--- config.mk ---
export PLATFORM = sky130hd
export DESIGN_NAME = per_channel_flood_detector_core_flat
export DESIGN_NICKNAME = d
export VERILOG_FILES = /design/src/hdl/pcfd_pkg.sv /design/src/hdl/pcfd_msg_if.sv /design/src/hdl/pcfd_res_if.sv /design/src/hdl/pcfd_entry_mem.sv /design/src/hdl/pcfd_out_stage.sv /design/src/hdl/per_channel_flood_detector_core.sv /design/src/flat_wrapper.sv
export SDC_FILE = /design/constraint.sdc
export NUM_CORES = 2
export LEC_CHECK = 0
export ABC_CLOCK_PERIOD_IN_PS = 11400
export BUFFER_PORTS_ARGS = -buffer_cell sky130_fd_sc_hd__buf_2
export CAP_MARGIN = 10
export CORE_MARGIN = 2
export CORE_UTILIZATION = 61
export CTS_CLUSTER_SIZE = 25
export DETAILED_ROUTE_END_ITERATION = 6
export GPL_TIMING_DRIVEN = 1
export PLACE_DENSITY_LB_ADDON = 0.08
export SLEW_MARGIN = 20
export SYNTH_ARGS = -nofsm -noshare
export SYNTH_HDL_FRONTEND = slang
export SYNTH_HIERARCHICAL = 1
export SYNTH_SLANG_ARGS = --single-unit
--- constraint.sdc ---
create_clock -name clk -period 11.4 [get_ports clk]
set_input_delay 1.14 -clock clk [delete_from_list [all_inputs] [get_ports clk]]
set_output_delay 1.14 -clock clk [all_outputs]
set_load 0.005 [all_outputs]
--- src/hdl/pcfd_pkg.sv ---
// shared types and constants of the per-channel flood detector
package pcfd_pkg;

    localparam int CH_ID_W   = 5;
    localparam int TIME_W    = 32;
    localparam int CFG_W     = 16;
    localparam int CFG_IDX_W = 1;

    localparam logic [CFG_IDX_W-1:0] REG_WINDOW_SECONDS = 1'b0;
    localparam logic [CFG_IDX_W-1:0] REG_MESSAGE_LIMIT  = 1'b1;

    localparam logic [CFG_W-1:0] WINDOW_RESET = 16'd2;
    localparam logic [CFG_W-1:0] LIMIT_RESET  = 16'd5;
    localparam logic [CFG_W-1:0] COUNT_MAX    = 16'hFFFF;
    localparam logic [CFG_W-1:0] COUNT_ONE    = 16'd1;

    typedef enum logic [1:0] {
        EV_NONE     = 2'd0,
        EV_DETACH   = 2'd1,
        EV_REATTACH = 2'd2
    } event_t;

    typedef enum logic [1:0] {
        ST_IDLE,
        ST_SCAN,
        ST_UPDATE,
        ST_FINISH
    } state_t;

    typedef struct packed {
        logic [TIME_W-1:0] start;
        logic [CFG_W-1:0]  count;
    } entry_t;

    typedef struct packed {
        logic               emit;
        logic               finish;
        event_t             ev;
        logic [CH_ID_W-1:0] ch;
    } out_cmd_t;

    typedef struct packed {
        logic can_emit;
        logic can_finish;
        logic pend_valid;
    } out_stat_t;

endpackage

--- src/hdl/pcfd_msg_if.sv ---
// message channel interface
interface pcfd_msg_if;
    import pcfd_pkg::*;

    logic               valid;
    logic               ready;
    logic               mode;
    logic [CH_ID_W-1:0] channel_id;
    logic               channel_detached;
    logic [TIME_W-1:0]  now_seconds;

    modport source (
        output valid, mode, channel_id, channel_detached, now_seconds,
        input  ready
    );
    modport sink (
        input  valid, mode, channel_id, channel_detached, now_seconds,
        output ready
    );
endinterface

--- src/hdl/pcfd_res_if.sv ---
// result channel interface
interface pcfd_res_if;
    import pcfd_pkg::*;

    logic               valid;
    logic               ready;
    logic [1:0]         event_res;
    logic [CH_ID_W-1:0] target_channel;
    logic               last;

    modport source (
        output valid, event_res, target_channel, last,
        input  ready
    );
    modport sink (
        input  valid, event_res, target_channel, last,
        output ready
    );
endinterface

--- src/hdl/pcfd_entry_mem.sv ---
// channel entry memory, one write port, one registered read port
module pcfd_entry_mem #(
    parameter int DEPTH = 32,
    parameter int AW    = 5
) (
    input  logic             clk,
    input  logic             we,
    input  logic [AW-1:0]    waddr,
    input  pcfd_pkg::entry_t wdata,
    input  logic [AW-1:0]    raddr,
    output pcfd_pkg::entry_t rdata
);
    import pcfd_pkg::*;

    entry_t mem [DEPTH];

    always_ff @(posedge clk)
    begin
        if (we)
        begin
            mem[waddr] <= wdata;
        end
    end

    always_ff @(posedge clk)
    begin
        rdata <= mem[raddr];
    end
endmodule

--- src/hdl/pcfd_out_stage.sv ---
// result staging: one pending result plus the output register, marks last
module pcfd_out_stage (
    input  logic                clk,
    input  logic                rst_n,
    input  pcfd_pkg::out_cmd_t  cmd,
    output pcfd_pkg::out_stat_t stat,
    pcfd_res_if.source          res
);
    import pcfd_pkg::*;

    logic               out_valid_reg, out_valid_next;
    event_t             out_ev_reg, out_ev_next;
    logic [CH_ID_W-1:0] out_ch_reg, out_ch_next;
    logic               out_last_reg, out_last_next;
    logic               pend_valid_reg, pend_valid_next;
    event_t             pend_ev_reg, pend_ev_next;
    logic [CH_ID_W-1:0] pend_ch_reg, pend_ch_next;
    logic               out_free;

    assign out_free        = !out_valid_reg || res.ready;
    assign stat.can_emit   = !pend_valid_reg || out_free;
    assign stat.can_finish = out_free;
    assign stat.pend_valid = pend_valid_reg;

    assign res.valid          = out_valid_reg;
    assign res.event_res      = out_ev_reg;
    assign res.target_channel = out_ch_reg;
    assign res.last           = out_last_reg;

    always_comb
    begin
        out_valid_next  = out_valid_reg && !res.ready;
        out_ev_next     = out_ev_reg;
        out_ch_next     = out_ch_reg;
        out_last_next   = out_last_reg;
        pend_valid_next = pend_valid_reg;
        pend_ev_next    = pend_ev_reg;
        pend_ch_next    = pend_ch_reg;
        if (cmd.emit)
        begin
            if (pend_valid_reg)
            begin
                out_valid_next = 1'b1;
                out_ev_next    = pend_ev_reg;
                out_ch_next    = pend_ch_reg;
                out_last_next  = 1'b0;
            end
            pend_valid_next = 1'b1;
            pend_ev_next    = cmd.ev;
            pend_ch_next    = cmd.ch;
        end
        else if (cmd.finish)
        begin
            out_valid_next  = 1'b1;
            out_last_next   = 1'b1;
            pend_valid_next = 1'b0;
            if (pend_valid_reg)
            begin
                out_ev_next = pend_ev_reg;
                out_ch_next = pend_ch_reg;
            end
            else
            begin
                out_ev_next = EV_NONE;
                out_ch_next = '0;
            end
        end
    end

    always_ff @(posedge clk or negedge rst_n)
    begin
        if (!rst_n)
        begin
            out_valid_reg  <= 1'b0;
            pend_valid_reg <= 1'b0;
        end
        else
        begin
            out_valid_reg  <= out_valid_next;
            pend_valid_reg <= pend_valid_next;
        end
    end

    always_ff @(posedge clk)
    begin
        out_ev_reg   <= out_ev_next;
        out_ch_reg   <= out_ch_next;
        out_last_reg <= out_last_next;
        pend_ev_reg  <= pend_ev_next;
        pend_ch_reg  <= pend_ch_next;
    end
endmodule

--- src/hdl/per_channel_flood_detector_core.sv ---
// top level of the per-channel flood detector
// a message passes the entry scan, the entry update and the finish step before its last
// result is loaded into the output register; a disconnect goes straight to the finish step;
// the entry scan reads one memory entry per cycle unless a result cannot yet be staged
// a new message is accepted only after the previous one has finished
// reset: entries invalid, window 2 s, limit 5, no clearing pass needed
module per_channel_flood_detector_core #(
    parameter int CHANNELS = 32
) (
    input  logic                                clk,
    input  logic                                rst_n,
    input  logic                                cfg_we,
    input  logic [pcfd_pkg::CFG_IDX_W-1:0]      cfg_index,
    input  logic [pcfd_pkg::CFG_W-1:0]          cfg_wdata,
    pcfd_msg_if.sink                            msg,
    pcfd_res_if.source                          res
);
    import pcfd_pkg::*;

    localparam int IDX_W = (CHANNELS > 1) ? $clog2(CHANNELS) : 1;
    localparam int CNT_W = $clog2(CHANNELS + 1);

    state_t             state_reg, state_next;
    logic [CNT_W-1:0]   rd_idx_reg, rd_idx_next;
    logic               eval_v_reg, eval_v_next;
    logic [IDX_W-1:0]   eval_idx_reg, eval_idx_next;
    logic [CH_ID_W-1:0] ch_reg, ch_next;
    logic               det_reg, det_next;
    logic [TIME_W-1:0]  now_reg, now_next;
    entry_t             ent_reg, ent_next;
    logic [CHANNELS-1:0] valid_reg, valid_next;
    logic [CFG_W-1:0]   win_reg, win_next;
    logic [CFG_W-1:0]   lim_reg, lim_next;

    out_cmd_t           cmd;
    out_stat_t          stat;
    logic               mem_we;
    entry_t             mem_wdata;
    logic [IDX_W-1:0]   mem_raddr;
    entry_t             mem_q;

    logic               expired;
    logic               hit;
    logic               scan_stall;
    logic               scan_last;
    logic               ch_in_range;
    logic [IDX_W-1:0]   ch_idx;
    logic               over;
    logic [CFG_W-1:0]   cnt_inc;
    logic [CFG_W-1:0]   cnt_sat;
    logic               det_fire;
    logic               upd_stall;

    assign expired = valid_reg[eval_idx_reg]
        && (({1'b0, mem_q.start} + {{(TIME_W - CFG_W + 1){1'b0}}, win_reg})
            < {1'b0, now_reg});
    assign hit        = expired && (mem_q.count >= lim_reg);
    assign scan_stall = eval_v_reg && hit && !stat.can_emit;
    assign scan_last  = eval_v_reg && !scan_stall
        && (32'(eval_idx_reg) == 32'(CHANNELS - 1));
    assign ch_in_range = 32'(ch_reg) < 32'(CHANNELS);
    assign ch_idx      = IDX_W'(ch_reg);
    assign over        = ent_reg.count >= lim_reg;
    assign cnt_inc     = ent_reg.count + COUNT_ONE;
    assign cnt_sat     = (ent_reg.count == COUNT_MAX) ? COUNT_MAX : cnt_inc;
    assign det_fire    = cnt_inc >= lim_reg;
    assign upd_stall   = ch_in_range && valid_reg[ch_idx] && !over && det_fire
        && !stat.can_emit;
    assign mem_raddr   = scan_stall ? eval_idx_reg : rd_idx_reg[IDX_W-1:0];

    // next state
    always_comb
    begin
        state_next = state_reg;
        case (state_reg)
            ST_IDLE:
            begin
                if (msg.valid)
                begin
                    state_next = msg.mode ? ST_FINISH : ST_SCAN;
                end
            end
            ST_SCAN:
            begin
                if (scan_last)
                begin
                    state_next = ST_UPDATE;
                end
            end
            ST_UPDATE:
            begin
                if (!upd_stall)
                begin
                    state_next = ST_FINISH;
                end
            end
            ST_FINISH:
            begin
                if (stat.can_finish)
                begin
                    state_next = ST_IDLE;
                end
            end
            default:
            begin
                state_next = ST_IDLE;
            end
        endcase
    end

    // datapath and outputs
    always_comb
    begin
        msg.ready     = 1'b0;
        rd_idx_next   = rd_idx_reg;
        eval_v_next   = eval_v_reg;
        eval_idx_next = eval_idx_reg;
        ch_next       = ch_reg;
        det_next      = det_reg;
        now_next      = now_reg;
        ent_next      = ent_reg;
        valid_next    = valid_reg;
        win_next      = win_reg;
        lim_next      = lim_reg;
        cmd           = '0;
        mem_we        = 1'b0;
        mem_wdata     = '{start: now_reg, count: COUNT_ONE};

        if (cfg_we)
        begin
            case (cfg_index)
                REG_WINDOW_SECONDS: win_next = cfg_wdata;
                REG_MESSAGE_LIMIT:  lim_next = cfg_wdata;
                default:            ;
            endcase
        end

        case (state_reg)
            ST_IDLE:
            begin
                msg.ready = 1'b1;
                if (msg.valid)
                begin
                    ch_next     = msg.channel_id;
                    det_next    = msg.channel_detached;
                    now_next    = msg.now_seconds;
                    rd_idx_next = '0;
                    eval_v_next = 1'b0;
                    if (msg.mode)
                    begin
                        valid_next = '0;
                    end
                end
            end
            ST_SCAN:
            begin
                if (!scan_stall)
                begin
                    if (eval_v_reg)
                    begin
                        if (expired)
                        begin
                            valid_next[eval_idx_reg] = 1'b0;
                        end
                        if (hit)
                        begin
                            cmd.emit = 1'b1;
                            cmd.ev   = EV_REATTACH;
                            cmd.ch   = CH_ID_W'(eval_idx_reg);
                        end
                        if (32'(eval_idx_reg) == 32'(ch_reg))
                        begin
                            ent_next = mem_q;
                        end
                    end
                    if (32'(rd_idx_reg) < 32'(CHANNELS))
                    begin
                        eval_v_next   = 1'b1;
                        eval_idx_next = rd_idx_reg[IDX_W-1:0];
                        rd_idx_next   = rd_idx_reg + CNT_W'(1);
                    end
                    else
                    begin
                        eval_v_next = 1'b0;
                    end
                end
            end
            ST_UPDATE:
            begin
                if (ch_in_range)
                begin
                    if (!valid_reg[ch_idx])
                    begin
                        if (!det_reg)
                        begin
                            valid_next[ch_idx] = 1'b1;
                            mem_we             = 1'b1;
                            mem_wdata          = '{start: now_reg, count: COUNT_ONE};
                        end
                    end
                    else if (over)
                    begin
                        mem_we    = 1'b1;
                        mem_wdata = '{start: now_reg, count: cnt_sat};
                    end
                    else if (det_fire)
                    begin
                        if (stat.can_emit)
                        begin
                            mem_we    = 1'b1;
                            mem_wdata = '{start: now_reg, count: cnt_inc};
                            cmd.emit  = 1'b1;
                            cmd.ev    = EV_DETACH;
                            cmd.ch    = ch_reg;
                        end
                    end
                    else
                    begin
                        mem_we    = 1'b1;
                        mem_wdata = '{start: ent_reg.start, count: cnt_inc};
                    end
                end
            end
            ST_FINISH:
            begin
                cmd.finish = stat.can_finish;
            end
            default:
            begin
            end
        endcase
    end

    always_ff @(posedge clk or negedge rst_n)
    begin
        if (!rst_n)
        begin
            state_reg  <= ST_IDLE;
            rd_idx_reg <= '0;
            eval_v_reg <= 1'b0;
            valid_reg  <= '0;
            win_reg    <= WINDOW_RESET;
            lim_reg    <= LIMIT_RESET;
        end
        else
        begin
            state_reg  <= state_next;
            rd_idx_reg <= rd_idx_next;
            eval_v_reg <= eval_v_next;
            valid_reg  <= valid_next;
            win_reg    <= win_next;
            lim_reg    <= lim_next;
        end
    end

    always_ff @(posedge clk)
    begin
        eval_idx_reg <= eval_idx_next;
        ch_reg       <= ch_next;
        det_reg      <= det_next;
        now_reg      <= now_next;
        ent_reg      <= ent_next;
    end

    pcfd_entry_mem #(
        .DEPTH (CHANNELS),
        .AW    (IDX_W)
    ) u_mem (
        .clk   (clk),
        .we    (mem_we),
        .waddr (ch_idx),
        .wdata (mem_wdata),
        .raddr (mem_raddr),
        .rdata (mem_q)
    );

    pcfd_out_stage u_out (
        .clk   (clk),
        .rst_n (rst_n),
        .cmd   (cmd),
        .stat  (stat),
        .res   (res)
    );

    a_disconnect_clears: assert property (@(posedge clk) disable iff (!rst_n)
        msg.valid && msg.ready && msg.mode |=> valid_reg == '0)
        else $error("disconnect left a tracked entry");

    a_idle_no_pending: assert property (@(posedge clk) disable iff (!rst_n)
        state_reg == ST_IDLE |-> !stat.pend_valid)
        else $error("pending result left over between transactions");

    a_write_in_update: assert property (@(posedge clk) disable iff (!rst_n)
        mem_we |-> state_reg == ST_UPDATE)
        else $error("entry write outside the update step");

    a_eval_in_range: assert property (@(posedge clk) disable iff (!rst_n)
        eval_v_reg |-> 32'(eval_idx_reg) < 32'(CHANNELS))
        else $error("scan index beyond the entry count");
endmodule

--- src/flat_wrapper.sv ---
// flat-port wrapper written by rule: the top's interface ports become plain ports
module per_channel_flood_detector_core_flat import pcfd_pkg::*;
#(
    parameter int CHANNELS = 32
)
  (clk, rst_n, cfg_we, cfg_index, cfg_wdata, msg_valid, msg_mode, msg_channel_id, msg_channel_detached, msg_now_seconds, msg_ready, res_valid, res_event_res, res_target_channel, res_last, res_ready);
  pcfd_msg_if msg_i ();
  pcfd_res_if res_i ();
  input  logic clk;
  input  logic rst_n;
  input  logic cfg_we;
  input  logic [pcfd_pkg::CFG_IDX_W-1:0] cfg_index;
  input  logic [pcfd_pkg::CFG_W-1:0] cfg_wdata;
  input wire logic [$bits(msg_i.valid)-1:0] msg_valid;
  input wire logic [$bits(msg_i.mode)-1:0] msg_mode;
  input wire logic [$bits(msg_i.channel_id)-1:0] msg_channel_id;
  input wire logic [$bits(msg_i.channel_detached)-1:0] msg_channel_detached;
  input wire logic [$bits(msg_i.now_seconds)-1:0] msg_now_seconds;
  output wire logic [$bits(msg_i.ready)-1:0] msg_ready;
  output wire logic [$bits(res_i.valid)-1:0] res_valid;
  output wire logic [$bits(res_i.event_res)-1:0] res_event_res;
  output wire logic [$bits(res_i.target_channel)-1:0] res_target_channel;
  output wire logic [$bits(res_i.last)-1:0] res_last;
  input wire logic [$bits(res_i.ready)-1:0] res_ready;
  assign msg_i.valid = msg_valid;
  assign msg_i.mode = msg_mode;
  assign msg_i.channel_id = msg_channel_id;
  assign msg_i.channel_detached = msg_channel_detached;
  assign msg_i.now_seconds = msg_now_seconds;
  assign msg_ready = msg_i.ready;
  assign res_valid = res_i.valid;
  assign res_event_res = res_i.event_res;
  assign res_target_channel = res_i.target_channel;
  assign res_last = res_i.last;
  assign res_i.ready = res_ready;
  per_channel_flood_detector_core #(.CHANNELS(CHANNELS)) u_core (.clk(clk), .rst_n(rst_n), .cfg_we(cfg_we), .cfg_index(cfg_index), .cfg_wdata(cfg_wdata), .msg(msg_i), .res(res_i));
endmodule
==> run_results.csv <==
group,metric,value,unit
outcome,status,"completed",
flow_run,max_cap_violations,0,
clock_network,clockBufferDepth,3,
sta,hold_viol,0,
routing,routed_via_density,6.59,
setup_path,slowest_delay,1.05,ns
synthesis,netlist_instances,4534,
sta,drv_slew,0,
clock_network,cts-resized-gates,0,
sta,tns,0,ns
routing,drt_pre_antenna_iters,5,
sta,setup_viol,0,
setup_path,startpoint_type,"flip-flop",
setup_path,reg2reg_from,"u_core/win_reg[1]",
global_route,overflow,0,
routing,via_count,41800,
power_and_ir_drop,power.density,159,mW/mm^2
clock_network,hold_buffers,0,
clock_network,cts_made_buffers,176,
global_route,grt_pass1_wl,274000,um
clock_network,cts.sinks,1765,
floorplan,coreArea,0.118,sq mm
min_path,hold_class,"in2async",
sta,hold_slack,0.350,ns
sta,fin_crit_sh,71.2,%
setup_path,worstRegToRegCells,23,
global_route,antenna_found_initial,9,
floorplan,die_w,349,um
placement,pre_cts_ws,3.52,ns
clock_network,cts_setup_buffers,0,
setup_path,worstPathCellList,"inv_1 > fa_1 > nor2b_1 > o31a_1 > o21ai_0 > o21bai_1 > a21o_1 > nand3_1 > xnor2_1 > ha_1 > a21oi_1 > o21ai_0 > a21oi_1 > o21ai_0 > o21ai_1 > nand3_1 > mux2_8 > buf_12 > mux2i_1 > a22o_1 > nor3_1 > a31oi_1 > nand3_1",
sta,slew_headroom,16.7,%
cells_and_area,largest_reg_flops,1536,
setup_path,worstReg2RegEnd,"u_core/u_mem/rdata[5]",
placement,io_buffers,70,
sta,rsz0062_at_grt,"false",
power_and_ir_drop,totalPowerFinal,12.8,mW
global_route,gr-usage-met3,5.43,%
synthesis,synthesis.area,0.0726,sq mm
sta,period_needed,8.12,ns
sta,tightest_slew,1.25,ns
global_route,grt_busiest_layer,"met2",
floorplan,io_pins,71,
placement,dp_cells,6017,
setup_path,critical_path_class,"reg2reg",
sta,clock.fmax,123,MHz
placement,gp_congestion,0.881,
clock_network,clk_latency,0.81,ns
sta,fin_ws,3.28,ns
setup_path,worstSetupEndpointType,"flip-flop",
clock_network,htree_levels,4,
synthesis,ys_warn_count,6,
routing,post-route-drc-count,0,
global_route,grt_util_all_layers,31.4,%
routing,drt_iter0_markers,5554,
power_and_ir_drop,peakVddDrop,166,uV
floorplan,rows,126,
cells_and_area,final_cell_count_no_fill,6348,
setup_path,crit_arrival,8.79,ns
routing,wl_per_cell,30.2,um
clock_network,clk_pin_slew_worst_paths,0.06,ns
floorplan,dieArea,0.122,sq mm
clock_network,cts_root_buf,"clkbuf_16",
global_route,grt_max_degree,135,
setup_path,crit_slowest_cell,"mux2_8",
routing,ant_nets,0,
cells_and_area,nFillCells,7917,
setup_path,endpoint,"u_core/u_mem/rdata[5]",
global_route,met2_usage,48.9,%
sta,finalClockSkew,0.0248,ns
setup_path,required,12.07,ns
global_route,use_met1,45.6,%
power_and_ir_drop,leakage,31.0,nW
clock_network,cts_tree,"done",
global_route,grt_pass1_vias,39800,
cells_and_area,nets,4822,
cells_and_area,drive_gt1_share,12.8,%
cells_and_area,syn_to_final_growth,11.0,%
setup_path,critical_path.max_fanout,116,
synthesis,syn_avg_cell_area,16.0,sq um
placement,dp_hpwl,100000,um
setup_path,cp-startpoint,"u_core/win_reg[1]",
floorplan,initial_core_util,61.5,%
routing,wl,192000,um
setup_path,ff2ff_setup_slack,3.28,ns
floorplan,die_h,349,um
synthesis,postSynthNetCount,4697,
-- metal layers --
layer,up-vias,part of all wire [%],wire length (um)
li1,18000,-,-
met1,21300,41,77900
met2,2158,47,89400
met3,371,9.9,19000
met4,4,2.9,5590
met5,-,0.016,31
-- worst min-delay path by stage --
stage,start,to,slack (ns),depth (start not counted)
finish,rst_n,u_core/valid_reg[20],0.35,1
global route,rst_n,u_core/valid_reg[4],0.38,1
CTS,rst_n,u_core/valid_reg[4],0.32,1
detailed placement,u_core/u_mem/rdata[3],u_core/ent_reg[3],0.44,0
global placement,u_core/u_mem/rdata[7],u_core/ent_reg[7],0.43,0
floorplan,u_core/u_mem/rdata[0],u_core/ent_reg[0],0.41,0
-- stage by stage --
step / area, sq um / utilization (%)
6_report: 80600 / 68.3
3_5_place_dp: 74900 / 63.4
3_3_place_gp: 74800 / 63.4
5_1_grt: 80600 / 68.3
4_1_cts: 80500 / 68.2
2_1_floorplan: 72600 / -
-- placed cells by master, fill, tap and decap left out, types with 11 or more instances in the layout --
| master | instances |
|---|---|
| o21ai_1 | 23 |
| o21ai_0 | 64 |
| clkinv_1 | 22 |
| nor3_1 | 70 |
| buf_2 | 69 |
| dfrtp_1 | 72 |
| nand2b_1 | 11 |
| and3_1 | 20 |
| a22o_1 | 101 |
| nand2_1 | 240 |
| nor2_1 | 51 |
| nor2b_1 | 17 |
| mux2i_1 | 779 |
| nand3_1 | 182 |
| a21o_1 | 12 |
| xor2_1 | 16 |
| clkbuf_16 | 181 |
| a22oi_1 | 146 |
| a21oi_1 | 190 |
| nor2_4 | 33 |
| clkbuf_8 | 25 |
| ha_1 | 101 |
| a21boi_0 | 26 |
| dfxtp_1 | 48 |
| edfxtp_1 | 1642 |
| nand4_1 | 16 |
| o211ai_1 | 15 |
| clkbuf_1 | 53 |
| xnor2_1 | 29 |
| a31oi_1 | 55 |
| clkinv_2 | 30 |
| inv_1 | 85 |
| mux2_2 | 77 |
| buf_4 | 111 |
-- layout make-up --
type	count	area [sq um]	area share, %
sequential	1765	52100	64.7
multi-input combinational	2442	19300	23.9
clock buffer	259	5070	6.29
tap	1536	1920	2.38
timing repair buffer	189	1370	1.70
clock inverter	71	557	0.690
inverter	85	319	0.396
antenna	1	2.50	0.00310
-- where the power goes --
group          internal, mW  switching (mW)  total, mW
logic                0.0904           0.132      0.222
registers              6.99          0.0125       7.00
clock network          3.20            2.41       5.61
-- worst max-delay path, delay by kind of cell, from the launching register on --
kind | cells | cell delay [ns]
AO/OA/AOI/OAI | 11 | 3.12
XOR/XNOR | 1 | 0.15
adder cells (fa/ha/maj) | 2 | 0.77
buffers and inverters | 2 | 0.63
flip-flops | 1 | 0.55
multiplexers | 2 | 1.35
AND/OR/NAND/NOR | 5 | 0.97
Power figures use the tool's default switching activity.
